### config.mk
export PLATFORM = sky130hd
export DESIGN_NAME = can_bit_timing_search_flat
export DESIGN_NICKNAME = d
export VERILOG_FILES = /design/src/hdl/can_bts_pkg.sv /design/src/hdl/can_bts_ifs.sv /design/src/hdl/can_bts_arith.sv /design/src/hdl/can_bit_timing_search.sv /design/src/flat_wrapper.sv
export SDC_FILE = /design/constraint.sdc
export NUM_CORES = 2
export LEC_CHECK = 0
export BUFFER_PORTS_ARGS = -buffer_cell sky130_fd_sc_hd__buf_2
export CORE_ASPECT_RATIO = 2
export CORE_MARGIN = 3
export CORE_UTILIZATION = 42
export DETAILED_ROUTE_END_ITERATION = 6
export PLACE_DENSITY = 0.58
export SLEW_MARGIN = 40
export SYNTH_ARGS = -nofsm -noshare
export SYNTH_HDL_FRONTEND = slang
export SYNTH_HIERARCHICAL = 1
export SYNTH_SLANG_ARGS = --single-unit
### constraint.sdc
create_clock -name clk -period 6.4 [get_ports clk]
set_clock_uncertainty 0.05 [all_clocks]
set_input_delay 0.32 -clock clk [delete_from_list [all_inputs] [get_ports clk]]
set_output_delay 0.32 -clock clk [all_outputs]
set_load 0.01 [all_outputs]
### src/hdl/can_bts_pkg.sv
`timescale 1ns / 1ps
// Shared types, widths, constants and helper functions of the CAN bit timing search.
package can_bts_pkg;

	localparam int CLK_W   = 27;
	localparam int RATE_W  = 20;
	localparam int TOL_W   = 20;
	localparam int PRESC_W = 11;
	localparam int PS1_W   = 5;
	localparam int PS2_W   = 4;
	localparam int SJW_W   = 3;
	localparam int ACT_W   = 25;
	localparam int PPM_W   = 22;
	localparam int SMP_W   = 7;
	localparam int Q_W     = 5;
	localparam int D_W     = 25;
	localparam int W_W     = 36;
	localparam int SNUM_W  = 11;

	// Operand widths and step counter of the shared arithmetic unit.
	localparam int A_W   = 56;
	localparam int B_W   = 36;
	localparam int CNT_W = 6;

	localparam int MAX_PRESCALER_DEF = 1024;

	localparam logic [CLK_W-1:0]  CLK_RESET         = 27'd36000000;
	localparam logic [Q_W-1:0]    TQ_MAX            = 5'd25;
	localparam logic [Q_W-1:0]    TQ_MIN            = 5'd5;
	localparam logic [PS2_W-1:0]  SJW_CAP           = 4'd4;
	localparam logic [RATE_W-1:0] TRIPLE_RATE_LIMIT = 20'd125000;
	localparam logic [RATE_W-1:0] PPM_SCALE         = 20'd1000000;

	typedef enum logic {
		OP_MUL = 1'b0,
		OP_DIV = 1'b1
	} arith_op_t;

	typedef struct packed {
		logic             start;
		arith_op_t        op;
		logic [CNT_W-1:0] cycles;
	} arith_ctl_t;

	typedef struct packed {
		logic busy;
		logic done;
	} arith_sts_t;

	// Rate times 25, as shifts and adds.
	function automatic logic [D_W-1:0] mul25(input logic [RATE_W-1:0] r);
		logic [D_W-1:0] x;
		x = D_W'(r);
		return (x << 4) + (x << 3) + x;
	endfunction

	// Phase segment 2 is 1 + 2q/7; 37/256 stands in for 1/7 over the narrow range of 2q.
	function automatic logic [PS2_W-1:0] ps2_of(input logic [Q_W-1:0] q);
		logic [10:0] t;
		t = 11'({q, 1'b0}) * 11'd37;
		return PS2_W'(t[10:8]) + PS2_W'(1);
	endfunction

	// (1 + phase_seg1) * 100 as shifts and adds.
	function automatic logic [SNUM_W-1:0] smp_num(input logic [PS1_W-1:0] ps1);
		logic [SNUM_W-1:0] x;
		x = SNUM_W'(ps1) + SNUM_W'(1);
		return (x << 6) + (x << 5) + (x << 2);
	endfunction

endpackage

### src/hdl/can_bts_ifs.sv
`timescale 1ns / 1ps
// Valid/ready channel interfaces: request, response and clock configuration.
interface can_bts_req_if import can_bts_pkg::*; ();
	logic              valid;
	logic              ready;
	logic [RATE_W-1:0] wished_bit_rate;
	logic [TOL_W-1:0]  tolerance_ppm;

	modport source(output valid, output wished_bit_rate, output tolerance_ppm, input ready);
	modport sink(input valid, input wished_bit_rate, input tolerance_ppm, output ready);
endinterface

interface can_bts_rsp_if import can_bts_pkg::*; ();
	logic               valid;
	logic               ready;
	logic [PRESC_W-1:0] prescaler;
	logic [PS1_W-1:0]   phase_seg1;
	logic [PS2_W-1:0]   phase_seg2;
	logic [SJW_W-1:0]   sync_jump_width;
	logic               triple_sampling;
	logic               within_tolerance;
	logic [ACT_W-1:0]   actual_bit_rate;
	logic [PPM_W-1:0]   ppm_error;
	logic [SMP_W-1:0]   sample_point_percent;
	logic               exact_rate;

	modport source(output valid, output prescaler, output phase_seg1, output phase_seg2,
		output sync_jump_width, output triple_sampling, output within_tolerance,
		output actual_bit_rate, output ppm_error, output sample_point_percent,
		output exact_rate, input ready);
	modport sink(input valid, input prescaler, input phase_seg1, input phase_seg2,
		input sync_jump_width, input triple_sampling, input within_tolerance,
		input actual_bit_rate, input ppm_error, input sample_point_percent,
		input exact_rate, output ready);
endinterface

interface can_bts_cfg_if import can_bts_pkg::*; ();
	logic             valid;
	logic             ready;
	logic [CLK_W-1:0] can_clock_hz;

	modport source(output valid, output can_clock_hz, input ready);
	modport sink(input valid, input can_clock_hz, output ready);
endinterface

### src/hdl/can_bts_arith.sv
`timescale 1ns / 1ps
// Shared bit-serial unit: shift-add multiply and restoring divide, one bit a cycle.
module can_bts_arith import can_bts_pkg::*; (
	input  logic             clk,
	input  logic             arst_n,
	input  arith_ctl_t       ctl,
	input  logic [A_W-1:0]   opnd_a,
	input  logic [B_W-1:0]   opnd_b,
	output arith_sts_t       sts,
	output logic [A_W-1:0]   prod,
	output logic [A_W-1:0]   quot,
	output logic [B_W-1:0]   rem
);

	logic             busy_q;
	logic             done_q;
	logic [CNT_W-1:0] cnt_q;
	arith_op_t        op_q;

	logic [A_W-1:0] x_q;
	logic [B_W-1:0] y_q;
	logic [A_W-1:0] z_q;
	logic [B_W-1:0] b_q;

	logic [B_W:0] div_trial;
	logic [B_W:0] div_diff;
	logic         div_ge;

	always_comb begin
		div_trial = {y_q, x_q[A_W-1]};
		div_diff  = div_trial - {1'b0, b_q};
		div_ge    = div_trial >= {1'b0, b_q};
	end

	always_ff @(posedge clk or negedge arst_n) begin
		if (!arst_n) begin
			busy_q <= 1'b0;
			done_q <= 1'b0;
			cnt_q  <= '0;
			op_q   <= OP_MUL;
		end else begin
			done_q <= 1'b0;
			if (ctl.start) begin
				busy_q <= 1'b1;
				cnt_q  <= ctl.cycles;
				op_q   <= ctl.op;
			end else if (busy_q) begin
				cnt_q <= cnt_q - CNT_W'(1);
				if (cnt_q == CNT_W'(1)) begin
					busy_q <= 1'b0;
					done_q <= 1'b1;
				end
			end
		end
	end

	// In a multiply x is the shifting multiplicand and b the multiplier; in a divide x
	// shifts the dividend out and the quotient in, and y holds the partial remainder.
	always_ff @(posedge clk) begin
		if (ctl.start) begin
			x_q <= opnd_a;
			y_q <= '0;
			z_q <= '0;
			b_q <= opnd_b;
		end else if (busy_q) begin
			unique case (op_q)
				OP_MUL: begin
					z_q <= z_q + (b_q[0] ? x_q : '0);
					x_q <= x_q << 1;
					b_q <= b_q >> 1;
				end
				OP_DIV: begin
					x_q <= {x_q[A_W-2:0], div_ge};
					// The partial remainder stays below the divisor, so it fits in B_W bits.
					y_q <= div_ge ? div_diff[B_W-1:0] : div_trial[B_W-1:0];
				end
				default: begin
					x_q <= x_q;
				end
			endcase
		end
	end

	assign sts.busy = busy_q;
	assign sts.done = done_q;
	assign prod     = z_q;
	assign quot     = x_q;
	assign rem      = y_q;

endmodule

### src/hdl/can_bit_timing_search.sv
`timescale 1ns / 1ps
// CAN bit timing search: top level with the search sequencer and result registers.
//
// A request beat on req carries a wanted bit rate and a tolerance in ppm. The block
// searches quanta counts from 25 down to 5 for the prescaler that gives the smallest
// clock error, then works out the segments, sample point and quality figures, and
// returns one response beat on rsp for every request.
// The peripheral clock is written on cfg (always ready); the user must write it only while no
// request is in hand, and the block itself does not enforce it. All arithmetic runs on one shared
// bit-serial multiply/divide unit. Each quanta count tried costs a 27-step division and the
// two candidate compares, at most 21 counts are tried, and the final figures follow, the
// largest part being a 56-step division for the ppm error. For a zero rate neither the
// search nor the ppm division runs. req.ready is low from acceptance until the response
// is loaded into the output register.
// The finished result sits in an output register, so a new request is taken while
// the previous response still waits; if the receiver stalls, the block holds the
// next result until the register is free.
// Reset clears the sequencer and the response valid, and sets the clock to 36 MHz.
module can_bit_timing_search import can_bts_pkg::*; #(
	parameter int MAX_PRESCALER = MAX_PRESCALER_DEF
) (
	input  logic          clk,
	input  logic          arst_n,
	can_bts_req_if.sink   req,
	can_bts_rsp_if.source rsp,
	can_bts_cfg_if.sink   cfg
);

	localparam int PW = $clog2(MAX_PRESCALER + 1);

	typedef enum logic [14:0] {
		S_IDLE    = 15'b000000000000001,
		S_INIT    = 15'b000000000000010,
		S_DIV     = 15'b000000000000100,
		S_CAND_LO = 15'b000000000001000,
		S_CAND_HI = 15'b000000000010000,
		S_NEXT    = 15'b000000000100000,
		S_WMUL    = 15'b000000001000000,
		S_DIFF    = 15'b000000010000000,
		S_NUM     = 15'b000000100000000,
		S_DEN     = 15'b000001000000000,
		S_PPM     = 15'b000010000000000,
		S_PQ      = 15'b000100000000000,
		S_ACT     = 15'b001000000000000,
		S_SMP     = 15'b010000000000000,
		S_OUT     = 15'b100000000000000
	} state_t;

	state_t state_q, state_d;

	logic [CLK_W-1:0] clk_q;
	logic             found_q;
	logic             rsp_valid_q;

	logic [RATE_W-1:0] rate_q;
	logic [TOL_W-1:0]  tol_q;
	logic [Q_W-1:0]    q_q;
	logic [D_W-1:0]    d_q;
	logic [PW-1:0]     p_q;
	logic [D_W-1:0]    r_q;
	logic [PW-1:0]     best_p_q;
	logic [Q_W-1:0]    best_q_q;
	logic [D_W-1:0]    best_d_q;
	logic [D_W-1:0]    best_err_q;
	logic [W_W-1:0]    w_q;
	logic [A_W-1:0]    num_q;
	logic              within_q;
	logic              exact_q;
	logic [PPM_W-1:0]  ppm_q;
	logic [ACT_W-1:0]  act_q;
	logic [SMP_W-1:0]  smp_q;

	logic [PRESC_W-1:0] out_presc_q;
	logic [PS1_W-1:0]   out_ps1_q;
	logic [PS2_W-1:0]   out_ps2_q;
	logic [SJW_W-1:0]   out_sjw_q;
	logic               out_triple_q;
	logic               out_within_q;
	logic [ACT_W-1:0]   out_act_q;
	logic [PPM_W-1:0]   out_ppm_q;
	logic [SMP_W-1:0]   out_smp_q;
	logic               out_exact_q;

	arith_ctl_t     ctl;
	arith_sts_t     sts;
	logic [A_W-1:0] opnd_a;
	logic [B_W-1:0] opnd_b;
	logic [A_W-1:0] arith_prod;
	logic [A_W-1:0] arith_quot;
	logic [B_W-1:0] arith_rem;

	logic             p_over;
	logic [D_W-1:0]   err_hi;
	logic             lo_take;
	logic             hi_take;
	logic [W_W-1:0]   clk_ext;
	logic [W_W-1:0]   diff_c;
	logic [PS2_W-1:0] ps2_c;
	logic [PS1_W-1:0] ps1_c;
	logic [SJW_W-1:0] sjw_c;
	logic             triple_c;
	logic             out_load;

	can_bts_arith u_arith (
		.clk    (clk),
		.arst_n (arst_n),
		.ctl    (ctl),
		.opnd_a (opnd_a),
		.opnd_b (opnd_b),
		.sts    (sts),
		.prod   (arith_prod),
		.quot   (arith_quot),
		.rem    (arith_rem)
	);

	always_comb begin
		p_over   = arith_quot > A_W'(MAX_PRESCALER);
		err_hi   = d_q - r_q;
		lo_take  = (p_q != '0) && (!found_q || (r_q < best_err_q));
		hi_take  = (p_q < PW'(MAX_PRESCALER)) && (!found_q || (err_hi < best_err_q));
		clk_ext  = W_W'(clk_q);
		diff_c   = (clk_ext > w_q) ? (clk_ext - w_q) : (w_q - clk_ext);
		ps2_c    = ps2_of(best_q_q);
		ps1_c    = best_q_q - PS1_W'(ps2_c) - PS1_W'(1);
		sjw_c    = (ps2_c >= SJW_CAP) ? SJW_W'(SJW_CAP) : ps2_c[SJW_W-1:0];
		triple_c = (rate_q <= TRIPLE_RATE_LIMIT) && (ps1_c > PS1_W'(1));
		out_load = (state_q == S_OUT) && (!rsp_valid_q || rsp.ready);
	end

	// Sequencer: each state that launches work on the shared unit does so on its way out.
	always_comb begin
		state_d    = state_q;
		ctl.start  = 1'b0;
		ctl.op     = OP_MUL;
		ctl.cycles = '0;
		opnd_a     = '0;
		opnd_b     = '0;
		unique case (state_q)
			S_IDLE: begin
				if (req.valid) begin
					state_d = S_INIT;
				end
			end
			S_INIT: begin
				if (rate_q == '0) begin
					ctl     = '{start: 1'b1, op: OP_MUL, cycles: CNT_W'(PW)};
					opnd_a  = A_W'(best_d_q);
					opnd_b  = B_W'(best_p_q);
					state_d = S_WMUL;
				end else begin
					ctl     = '{start: 1'b1, op: OP_DIV, cycles: CNT_W'(CLK_W)};
					opnd_a  = {clk_q, {(A_W - CLK_W){1'b0}}};
					opnd_b  = B_W'(d_q);
					state_d = S_DIV;
				end
			end
			S_DIV: begin
				if (sts.done) begin
					if (p_over) begin
						ctl     = '{start: 1'b1, op: OP_MUL, cycles: CNT_W'(PW)};
						opnd_a  = A_W'(best_d_q);
						opnd_b  = B_W'(best_p_q);
						state_d = S_WMUL;
					end else begin
						state_d = S_CAND_LO;
					end
				end
			end
			S_CAND_LO: begin
				state_d = S_CAND_HI;
			end
			S_CAND_HI: begin
				state_d = S_NEXT;
			end
			S_NEXT: begin
				if (q_q == TQ_MIN) begin
					ctl     = '{start: 1'b1, op: OP_MUL, cycles: CNT_W'(PW)};
					opnd_a  = A_W'(best_d_q);
					opnd_b  = B_W'(best_p_q);
					state_d = S_WMUL;
				end else begin
					ctl     = '{start: 1'b1, op: OP_DIV, cycles: CNT_W'(CLK_W)};
					opnd_a  = {clk_q, {(A_W - CLK_W){1'b0}}};
					opnd_b  = B_W'(d_q - D_W'(rate_q));
					state_d = S_DIV;
				end
			end
			S_WMUL: begin
				if (sts.done) begin
					state_d = S_DIFF;
				end
			end
			S_DIFF: begin
				ctl     = '{start: 1'b1, op: OP_MUL, cycles: CNT_W'(RATE_W)};
				opnd_a  = A_W'(diff_c);
				opnd_b  = B_W'(PPM_SCALE);
				state_d = S_NUM;
			end
			S_NUM: begin
				if (sts.done) begin
					ctl     = '{start: 1'b1, op: OP_MUL, cycles: CNT_W'(TOL_W)};
					opnd_a  = A_W'(w_q);
					opnd_b  = B_W'(tol_q);
					state_d = S_DEN;
				end
			end
			S_DEN: begin
				if (sts.done) begin
					if (w_q == '0) begin
						ctl     = '{start: 1'b1, op: OP_MUL, cycles: CNT_W'(Q_W)};
						opnd_a  = A_W'(best_p_q);
						opnd_b  = B_W'(best_q_q);
						state_d = S_PQ;
					end else begin
						ctl     = '{start: 1'b1, op: OP_DIV, cycles: CNT_W'(A_W)};
						opnd_a  = num_q;
						opnd_b  = B_W'(w_q);
						state_d = S_PPM;
					end
				end
			end
			S_PPM: begin
				if (sts.done) begin
					ctl     = '{start: 1'b1, op: OP_MUL, cycles: CNT_W'(Q_W)};
					opnd_a  = A_W'(best_p_q);
					opnd_b  = B_W'(best_q_q);
					state_d = S_PQ;
				end
			end
			S_PQ: begin
				if (sts.done) begin
					ctl     = '{start: 1'b1, op: OP_DIV, cycles: CNT_W'(CLK_W)};
					opnd_a  = {clk_q, {(A_W - CLK_W){1'b0}}};
					opnd_b  = arith_prod[B_W-1:0];
					state_d = S_ACT;
				end
			end
			S_ACT: begin
				if (sts.done) begin
					ctl     = '{start: 1'b1, op: OP_DIV, cycles: CNT_W'(SNUM_W)};
					opnd_a  = {smp_num(ps1_c), {(A_W - SNUM_W){1'b0}}};
					opnd_b  = B_W'(best_q_q);
					state_d = S_SMP;
				end
			end
			S_SMP: begin
				if (sts.done) begin
					state_d = S_OUT;
				end
			end
			S_OUT: begin
				if (out_load) begin
					state_d = S_IDLE;
				end
			end
			default: begin
				state_d = S_IDLE;
			end
		endcase
	end

	always_ff @(posedge clk or negedge arst_n) begin
		if (!arst_n) begin
			state_q     <= S_IDLE;
			clk_q       <= CLK_RESET;
			found_q     <= 1'b0;
			rsp_valid_q <= 1'b0;
		end else begin
			state_q <= state_d;
			if (cfg.valid) begin
				clk_q <= cfg.can_clock_hz;
			end
			if (state_q == S_IDLE && req.valid) begin
				found_q <= 1'b0;
			end else if ((state_q == S_CAND_LO && lo_take) ||
					(state_q == S_CAND_HI && hi_take)) begin
				found_q <= 1'b1;
			end
			if (out_load) begin
				rsp_valid_q <= 1'b1;
			end else if (rsp.ready) begin
				rsp_valid_q <= 1'b0;
			end
		end
	end

	always_ff @(posedge clk) begin
		if (state_q == S_IDLE && req.valid) begin
			rate_q     <= req.wished_bit_rate;
			tol_q      <= req.tolerance_ppm;
			q_q        <= TQ_MAX;
			d_q        <= mul25(req.wished_bit_rate);
			best_d_q   <= mul25(req.wished_bit_rate);
			best_p_q   <= PW'(MAX_PRESCALER);
			best_q_q   <= TQ_MAX;
			best_err_q <= '0;
		end
		if (state_q == S_DIV && sts.done) begin
			p_q <= arith_quot[PW-1:0];
			r_q <= arith_rem[D_W-1:0];
		end
		// Floor prescaler first, then the next one up; a tie keeps the earlier pair.
		if (state_q == S_CAND_LO && lo_take) begin
			best_err_q <= r_q;
			best_p_q   <= p_q;
			best_q_q   <= q_q;
			best_d_q   <= d_q;
		end
		if (state_q == S_CAND_HI && hi_take) begin
			best_err_q <= err_hi;
			best_p_q   <= p_q + PW'(1);
			best_q_q   <= q_q;
			best_d_q   <= d_q;
		end
		if (state_q == S_NEXT && q_q != TQ_MIN) begin
			q_q <= q_q - Q_W'(1);
			d_q <= d_q - D_W'(rate_q);
		end
		if (state_q == S_WMUL && sts.done) begin
			w_q <= arith_prod[W_W-1:0];
		end
		if (state_q == S_DIFF) begin
			exact_q <= clk_ext == w_q;
		end
		if (state_q == S_NUM && sts.done) begin
			num_q <= arith_prod;
		end
		if (state_q == S_DEN && sts.done) begin
			within_q <= num_q <= arith_prod;
			if (w_q == '0) begin
				ppm_q <= '1;
			end
		end
		if (state_q == S_PPM && sts.done) begin
			ppm_q <= (arith_quot[A_W-1:PPM_W] != '0) ? '1 : arith_quot[PPM_W-1:0];
		end
		if (state_q == S_ACT && sts.done) begin
			act_q <= arith_quot[ACT_W-1:0];
		end
		if (state_q == S_SMP && sts.done) begin
			smp_q <= arith_quot[SMP_W-1:0];
		end
		if (out_load) begin
			out_presc_q  <= PRESC_W'(best_p_q);
			out_ps1_q    <= ps1_c;
			out_ps2_q    <= ps2_c;
			out_sjw_q    <= sjw_c;
			out_triple_q <= triple_c;
			out_within_q <= within_q;
			out_act_q    <= act_q;
			out_ppm_q    <= ppm_q;
			out_smp_q    <= smp_q;
			out_exact_q  <= exact_q;
		end
	end

	assign req.ready                = state_q == S_IDLE;
	assign cfg.ready                = 1'b1;
	assign rsp.valid                = rsp_valid_q;
	assign rsp.prescaler            = out_presc_q;
	assign rsp.phase_seg1           = out_ps1_q;
	assign rsp.phase_seg2           = out_ps2_q;
	assign rsp.sync_jump_width      = out_sjw_q;
	assign rsp.triple_sampling      = out_triple_q;
	assign rsp.within_tolerance     = out_within_q;
	assign rsp.actual_bit_rate      = out_act_q;
	assign rsp.ppm_error            = out_ppm_q;
	assign rsp.sample_point_percent = out_smp_q;
	assign rsp.exact_rate           = out_exact_q;

	a_start_when_free: assert property (@(posedge clk) disable iff (!arst_n)
		ctl.start |-> !sts.busy)
		else $error("shared unit started while still busy");

	a_busy_after_accept: assert property (@(posedge clk) disable iff (!arst_n)
		(req.valid && req.ready) |=> !req.ready)
		else $error("request taken while the previous one is still in hand");

	a_best_in_range: assert property (@(posedge clk) disable iff (!arst_n)
		found_q |-> (best_p_q != '0 && best_p_q <= PW'(MAX_PRESCALER)))
		else $error("chosen prescaler out of range");

	a_result_waits: assert property (@(posedge clk) disable iff (!arst_n)
		(state_q == S_OUT && rsp_valid_q && !rsp.ready) |=> state_q == S_OUT)
		else $error("result overwrote a response beat that was not taken");

endmodule
### src/flat_wrapper.sv
// flat-port wrapper written by rule: the top's interface ports become plain ports
module can_bit_timing_search_flat import can_bts_pkg::*;
#(
	parameter int MAX_PRESCALER = MAX_PRESCALER_DEF
)
  (clk, arst_n, req_valid, req_wished_bit_rate, req_tolerance_ppm, req_ready, rsp_valid, rsp_prescaler, rsp_phase_seg1, rsp_phase_seg2, rsp_sync_jump_width, rsp_triple_sampling, rsp_within_tolerance, rsp_actual_bit_rate, rsp_ppm_error, rsp_sample_point_percent, rsp_exact_rate, rsp_ready, cfg_valid, cfg_can_clock_hz, cfg_ready);
  can_bts_req_if req_i ();
  can_bts_rsp_if rsp_i ();
  can_bts_cfg_if cfg_i ();
  input  logic clk;
  input  logic arst_n;
  input wire logic [$bits(req_i.valid)-1:0] req_valid;
  input wire logic [$bits(req_i.wished_bit_rate)-1:0] req_wished_bit_rate;
  input wire logic [$bits(req_i.tolerance_ppm)-1:0] req_tolerance_ppm;
  output wire logic [$bits(req_i.ready)-1:0] req_ready;
  output wire logic [$bits(rsp_i.valid)-1:0] rsp_valid;
  output wire logic [$bits(rsp_i.prescaler)-1:0] rsp_prescaler;
  output wire logic [$bits(rsp_i.phase_seg1)-1:0] rsp_phase_seg1;
  output wire logic [$bits(rsp_i.phase_seg2)-1:0] rsp_phase_seg2;
  output wire logic [$bits(rsp_i.sync_jump_width)-1:0] rsp_sync_jump_width;
  output wire logic [$bits(rsp_i.triple_sampling)-1:0] rsp_triple_sampling;
  output wire logic [$bits(rsp_i.within_tolerance)-1:0] rsp_within_tolerance;
  output wire logic [$bits(rsp_i.actual_bit_rate)-1:0] rsp_actual_bit_rate;
  output wire logic [$bits(rsp_i.ppm_error)-1:0] rsp_ppm_error;
  output wire logic [$bits(rsp_i.sample_point_percent)-1:0] rsp_sample_point_percent;
  output wire logic [$bits(rsp_i.exact_rate)-1:0] rsp_exact_rate;
  input wire logic [$bits(rsp_i.ready)-1:0] rsp_ready;
  input wire logic [$bits(cfg_i.valid)-1:0] cfg_valid;
  input wire logic [$bits(cfg_i.can_clock_hz)-1:0] cfg_can_clock_hz;
  output wire logic [$bits(cfg_i.ready)-1:0] cfg_ready;
  assign req_i.valid = req_valid;
  assign req_i.wished_bit_rate = req_wished_bit_rate;
  assign req_i.tolerance_ppm = req_tolerance_ppm;
  assign req_ready = req_i.ready;
  assign rsp_valid = rsp_i.valid;
  assign rsp_prescaler = rsp_i.prescaler;
  assign rsp_phase_seg1 = rsp_i.phase_seg1;
  assign rsp_phase_seg2 = rsp_i.phase_seg2;
  assign rsp_sync_jump_width = rsp_i.sync_jump_width;
  assign rsp_triple_sampling = rsp_i.triple_sampling;
  assign rsp_within_tolerance = rsp_i.within_tolerance;
  assign rsp_actual_bit_rate = rsp_i.actual_bit_rate;
  assign rsp_ppm_error = rsp_i.ppm_error;
  assign rsp_sample_point_percent = rsp_i.sample_point_percent;
  assign rsp_exact_rate = rsp_i.exact_rate;
  assign rsp_i.ready = rsp_ready;
  assign cfg_i.valid = cfg_valid;
  assign cfg_i.can_clock_hz = cfg_can_clock_hz;
  assign cfg_ready = cfg_i.ready;
  can_bit_timing_search #(.MAX_PRESCALER(MAX_PRESCALER)) u_core (.clk(clk), .arst_n(arst_n), .req(req_i), .rsp(rsp_i), .cfg(cfg_i));
endmodule
-- After elaboration in Yosys (flattened, before gate mapping)
Index checks and enable logic that the tools add are counted.
W data, S select, Z words.
- word-level logic and storage cells: 223
- input bits: 72
- flip-flop bits (word level): 637
- bitwise logic cells: 1
- add/subtract/negate cells: 18
- multiplexer cells: 86
- equal/unequal tests: 30
- $lt $le $gt $ge: 10
- reduce and logical (&&, ||, !) cells: 38
- multipliers: 1
- operators by type and width (cell ; number):
    $mux W56 ; 10
    $pmux W56 S9 ; 1
    $mux W36 ; 11
    $pmux W36 S8 ; 1
    $mux W25 ; 9
    $pmux W15 S15 ; 1
    $mux W15 ; 10
    $pmux W56 S2 ; 1
    $mux W22 ; 4
    $pmux W8 S9 ; 1
    $add A56 B56 Y56 ; 1
    $gt A56 B11 Y1 const B ; 1
    $le A56 B56 Y1 ; 1
    $mux W8 ; 7
    $mux W11 ; 5
    $lt A25 B25 Y1 ; 2
    $mux W7 ; 6
    $ge A37 B36 Y1 ; 1
    $eq A27 B36 Y1 ; 1
    $gt A27 B36 Y1 ; 1
    $logic_not A36 Y1 ; 1
    $sub A27 B36 Y36 ; 1
    $sub A36 B27 Y36 ; 1
    $sub A36 B36 Y36 ; 1
    54 further kinds ; 105

-- Logic depth before layout (Yosys ltp)
- word-level depth: 10
- gate-level depth with buffers: 26
- gate-level depth less buffers: 26

-- By module
Netlist, hierarchy kept.
- by module, submodules not included (module ; seq. area each (um^2) ; area each (um^2) ; cells an instance ; times used):
    can_bit_timing_search ; 13122.6 ; 28016.9 ; 2613 ; 1
    can_bts_arith ; 4829.6 ; 13267.7 ; 1535 ; 1

-- Least setup slack after synthesis
No wires, ideal clock.
- kind: register to register
- start: register u_core.state_q[1]
- end: register u_core.u_arith.x_q[0] (netlist: u_core/u_arith/quot[0]) (enable)
- required time: 5.940 ns
- setup time: 0.410 ns
- stages on the path, launching flop included: 14
- setup slack: 0.132 ns
- arrival: 5.807 ns
- buffers on the path: 5
- path through: dfrtp_1 > or4_1 > nor2_2 > nand3_1 > nor2_1 > clkbuf_1 > buf_1 > nor4_1 > nand2_1 > clkbuf_1 > clkbuf_1 > clkbuf_1 > nor2_1 > inv_1
- RTL lines (item ; RTL line ; text):
    start, declared ; can_bit_timing_search.sv:49 ; state_t state_q, state_d;
    start signal, assigned ; can_bit_timing_search.sv:269 ; state_q <= state_d;
    end signal, assigned ; can_bts_arith.sv:61 ; x_q <= opnd_a;
    end signal, assigned ; can_bts_arith.sv:69 ; x_q <= x_q << 1;
    end signal, assigned ; can_bts_arith.sv:73 ; x_q <= {x_q[A_W-2:0], div_ge};
    end, declared ; can_bts_arith.sv:20 ; logic [A_W-1:0] x_q;

-- Worst setup path after layout
- start: register u_core.best_q_q[2]
- end: register u_core.u_arith.x_q[55] (netlist: u_core/u_arith/quot[55]), data pin
- cells in the longest elaborated chain, start to end: 10
- RTL lines (item ; RTL line ; text):
    start, declared ; can_bit_timing_search.sv:62 ; logic [Q_W-1:0] best_q_q;
    start signal, assigned ; can_bit_timing_search.sv:306 ; best_q_q <= q_q;
    start signal, assigned ; can_bit_timing_search.sv:312 ; best_q_q <= q_q;
    $mul A5 B6 Y10 ; can_bts_pkg.sv:60 ; t = 11'({q, 1'b0}) * 11'd37;
    $add A3 B1 Y4 ; can_bts_pkg.sv:61 ; return PS2_W'(t[10:8]) + PS2_W'(1);
    $sub A5 B4 Y5 * ; can_bit_timing_search.sv:124 ; ps1_c = best_q_q - PS1_W'(ps2_c) - PS1_W'(1);
    $sub A5 B1 Y5 * ; can_bit_timing_search.sv:124 ;
    net u_core.ps1_c[4] ; can_bit_timing_search.sv:99 ; logic [PS1_W-1:0] ps1_c;
    $add A5 B1 Y6 * ; can_bts_pkg.sv:67 ; x = SNUM_W'(ps1) + SNUM_W'(1);
    $add A11 B11 Y11 ; can_bts_pkg.sv:68 ; return (x << 6) + (x << 5) + (x << 2);
    $add A11 B11 Y11 * ; can_bts_pkg.sv:68 ;
    $mux W56 * ; can_bit_timing_search.sv:239 ; if (sts.done) begin
    $pmux W56 S9 * ; can_bit_timing_search.sv:138 ; unique case (state_q)
    net u_core.opnd_a[55] ; can_bit_timing_search.sv:86 ; logic [A_W-1:0] opnd_a;
    $mux W56 * ; can_bts_arith.sv:60 ; if (ctl.start) begin
Mark *: on every way through the listed nets, which the timed path passes. The rest lies on a longest branch.
A chain may end at the register's enable or synchronous reset.

==> results.md <==
- The run finished with clean final reports.
- Along the worst hold path, the cell count comes to 3.
- Global routing used 31.6% of the available tracks across all layers.
- Of all nets on the critical path, the largest fanout is 5.
- In this run the most critical hold path is launched from rsp_ready.
- Including well taps, the total number of placed cells is 5521.
- The initial standard-cell utilization of the core is 42.3%.
- In the final layout, the share of cells above drive strength 1 is 12.8%.
- The number of maximum-capacitance violations is 0.
- The average cell area after synthesis is 9.95 um^2.
- Synthesis produced 4147 cells.
- The uppermost metal layer occupied by signal nets is met5.
- The met2 wire length is 83.6 mm.
- The CTS tree is done.
- The HPWL reported at the end of detailed placement is 129 mm.
- The smallest clock period supported by the final layout is computed as 6.04 ns.
- Counting along the longest clock path gives a buffer depth of 3.
- The worst pin sits at a relative slew slack of 41.8%.
- The hold violation count in the final report was 0.
- Power spread over the standard cell area amounts to 511 nW/um^2.
- Entering global routing, the biggest net connects 157 pins.
- The worst hold-check path type is in2reg.
- After detailed routing, the wire length on met1 is 54.3 mm.
- STA classifies the critical path endpoint as a flop.
- For the pin with the worst max-slew slack, the measured transition is 0.861 ns.
- The worst setup path is launched from a flop.
- Summed over all cells, the static leakage comes to 0.0191 uW.
- The total clock sinks is 637.
- The share of the core filled with cells is 48.1%.
- The via count of the first global-routing pass came to 34.3k.
- The number of cells on the worst reg-to-reg path is 26.
- In this run, the number of DRC markers left after iteration 0 of detailed routing was 2371.
- Setup violations remaining at the end of the flow were counted as 0.
- Setup repair after global routing left no endpoint under its margin.
- The count of nets left with antenna violations once routing finished came out at 0.
- The internal reg-to-reg setup slack is 0.36 ns.
- The die covers 102000 um^2.
- The die width is 228 um.
- After detailed routing, the number of remaining DRC violations is 0.
- The arrival time of the worst setup path is 6.42 ns.
- After detailed routing, the average wire length per cell comes to 28.7 um.
- The congestion estimate from routability-driven global placement came to 1.00.
- The height of the die is 449 um.
- For the worst-skew pair, the clock arrives at the later sink with an insertion delay of 0.68 ns.
- Synthesis produced a netlist with a net count of 4594.
- The critical register-to-register path startpoint is u_core/best_q_q[2].
- After floorplanning, the core was divided into 162 placement rows.
- After filler insertion, the fill cell instance count of the layout stands at 9171.
- The final critical path takes up 94.4% of the cycle.
- The final-report max-slew violation count came to 0.
- After clock tree synthesis, the clock-pin slew on the worst setup and hold paths is 0.06 ns.
- The maximum vdd drop is 0.518 mV.
- The netlist area before placement is 41300 um^2.
- Detailed routing placed a total of 7.05 mm of wire on met3.
- For this design the top-level I/O count stands at 155.
- The number of buffers created by CTS is 66.
- The total congestion overflow after global routing is 0.
- The initial antenna violation count was 4.
- STA puts the critical path data required time at 6.78 ns.
- The routed design has 164 mm of wire.
- Timing would allow up to 166 MHz.
- The clock root buffer is sky130_fd_sc_hd__clkbuf_16.
- The worst hold path terminates at u_core/state_q[14].
- The synthesis warning total is 6.
- The ratio of routed vias to standard cells is 5.93.
- For this run, the post-layout net count is 4796.
- The critical path class is reg2reg.
- The first-pass detailed-route iteration total is 7.
- After floorplanning, the core was sized to cover 97500 um^2.
- The accumulated negative setup slack is 0 ns.
- The number of buffers inserted by port buffering is 153.
- The detailed router placed 33.9k vias in this run.
- The H-tree was split into 3 levels.
- The relative area change from synthesis to final layout is 13.7%.
- The worst register-to-register path ends at u_core/u_arith/quot[55].
- The global-route wire length before repair is 232 mm.
- The number of non-filler instances in the completed layout is 5717.
==> metal layers <==
metal  vias to the layer above  global-route usage (%)
met5                         -                       0
met4                         2                    29.6
met3                       475                    3.86
met2                      1202                    56.6
met1                     16500                    30.9
li1                      15700                       -
==> metrics by stage <==
step / setup WS [ns] / area [um^2] / power (uW) / hold WS (ns)
6_report: 0.359 / 46900 / 24000 / 0.0314
5_1_grt: 0.0127 / 46900 / 25400 / 0.0864
4_1_cts: 0.0439 / 46900 / 23800 / 0.00486
3_5_place_dp: 0.0396 / 43800 / 19400 / 0.149
2_1_floorplan: 0.132 / 41300 / 15100 / -0.0256
3_3_place_gp: 0.0512 / 43800 / 19300 / 0.144
==> layout make-up <==
class                      count  area (um^2)  share of cell area, %
tap                         1312         1640                   3.50
inverter                     325         1220                   2.60
timing repair buffer         323         2350                   5.00
antenna                        3         7.51                 0.0160
multi-input combinational   2996        21400                   45.6
sequential                   637        18000                   38.3
clock buffer                  84         1850                   3.95
clock inverter                37          488                   1.04
==> placed cells by master (no fill, tap or decap), types with 36 or more instances in the layout <==
cell type                       instances
sky130_fd_sc_hd__o211ai_1              36
sky130_fd_sc_hd__xor2_1                75
sky130_fd_sc_hd__edfxtp_1             492
sky130_fd_sc_hd__clkbuf_16             70
sky130_fd_sc_hd__dfrtp_1               45
sky130_fd_sc_hd__a21oi_1              302
sky130_fd_sc_hd__nand3_1               74
sky130_fd_sc_hd__o21ai_0              277
sky130_fd_sc_hd__inv_1                321
sky130_fd_sc_hd__nand4_1               67
sky130_fd_sc_hd__mux2_2                59
sky130_fd_sc_hd__o21bai_1              51
sky130_fd_sc_hd__a21o_1               136
sky130_fd_sc_hd__ha_1                 349
sky130_fd_sc_hd__a222oi_1              53
sky130_fd_sc_hd__dfxtp_1               92
sky130_fd_sc_hd__buf_4                 90
sky130_fd_sc_hd__a31oi_1               42
sky130_fd_sc_hd__a22o_1                39
sky130_fd_sc_hd__nand2_1              437
sky130_fd_sc_hd__xnor2_1              121
sky130_fd_sc_hd__buf_2                152
sky130_fd_sc_hd__dlygate4sd3_1         70
sky130_fd_sc_hd__and2_1                75
sky130_fd_sc_hd__nor3_1                43
sky130_fd_sc_hd__nor2_1               180
==> worst max-delay path, stage by stage, from the launching register on <==
cell and delay [ns]:
sky130_fd_sc_hd__edfxtp_1 0.40, sky130_fd_sc_hd__ha_1 0.22, sky130_fd_sc_hd__ha_1 0.28, sky130_fd_sc_hd__ha_1 0.28, sky130_fd_sc_hd__ha_1 0.29, sky130_fd_sc_hd__nand3_2 0.10, sky130_fd_sc_hd__o21bai_1 0.20, sky130_fd_sc_hd__a21oi_1 0.11
sky130_fd_sc_hd__xnor2_1 0.24, sky130_fd_sc_hd__buf_4 0.18, sky130_fd_sc_hd__nand3_1 0.09, sky130_fd_sc_hd__ha_1 0.31, sky130_fd_sc_hd__inv_1 0.18, sky130_fd_sc_hd__nor4_2 0.07, sky130_fd_sc_hd__a21oi_1 0.11, sky130_fd_sc_hd__o311ai_0 0.15
sky130_fd_sc_hd__nor3_2 0.39, sky130_fd_sc_hd__nand3_1 0.19, sky130_fd_sc_hd__fa_1 0.50, sky130_fd_sc_hd__inv_1 0.07, sky130_fd_sc_hd__fa_2 0.40, sky130_fd_sc_hd__a21o_1 0.18, sky130_fd_sc_hd__a21oi_2 0.15, sky130_fd_sc_hd__xor2_1 0.18
sky130_fd_sc_hd__xnor2_1 0.14, sky130_fd_sc_hd__o21ai_1 0.07, sky130_fd_sc_hd__mux2_2 0.27
==> where the power goes <==
group	switching [uW]	internal, uW
clock network	1840	2420
registers	1270	5820
logic	7640	4980
total	10800	13200
==> worst max-delay path by stage <==
stage	from	end	slack, ns	cells after the start
final	u_core/best_q_q[2]	u_core/u_arith/quot[55]	0.36	26
after global routing	u_core/best_q_q[2]	u_core/u_arith/quot[55]	0.01	26
after CTS	u_core/best_q_q[2]	u_core/u_arith/quot[55]	0.04	23
after detailed placement	u_core/best_q_q[2]	u_core/u_arith/quot[55]	0.04	23
after global placement	u_core/best_q_q[4]	u_core/u_arith/quot[55]	0.05	23
after floorplan	u_core/state_q[1]	u_core/u_arith/quot[0]	0.13	13
==> registers in the layout (all words and copies together) (netlist names), 22 cells and up <==
register                    cells
u_core/w_q                     36
u_core/u_arith/quot            56
u_core/u_arith/b_q             36
u_core/rsp.ppm_error           22
u_core/act_q                   25
u_core/u_arith/prod            56
u_core/best_d_q                25
u_core/best_err_q              25
u_core/clk_q                   27
u_core/u_arith/rem             36
u_core/num_q                   56
u_core/ppm_q                   22
u_core/rsp.actual_bit_rate     25
u_core/d_q                     25
u_core/r_q                     25
==> what timing repair did <==
| item | in CTS | in global routing |
|---|---|---|
| hold buffers | 70 | 0 |
| endpoints found under the hold margin | 118 | 0 |
| resized for setup | 0 | 10 |
| buffers inserted | 0 | 2 |
| setup endpoints to repair | 0 | 3 |
Note: power is estimated with default switching activity, not from simulation.
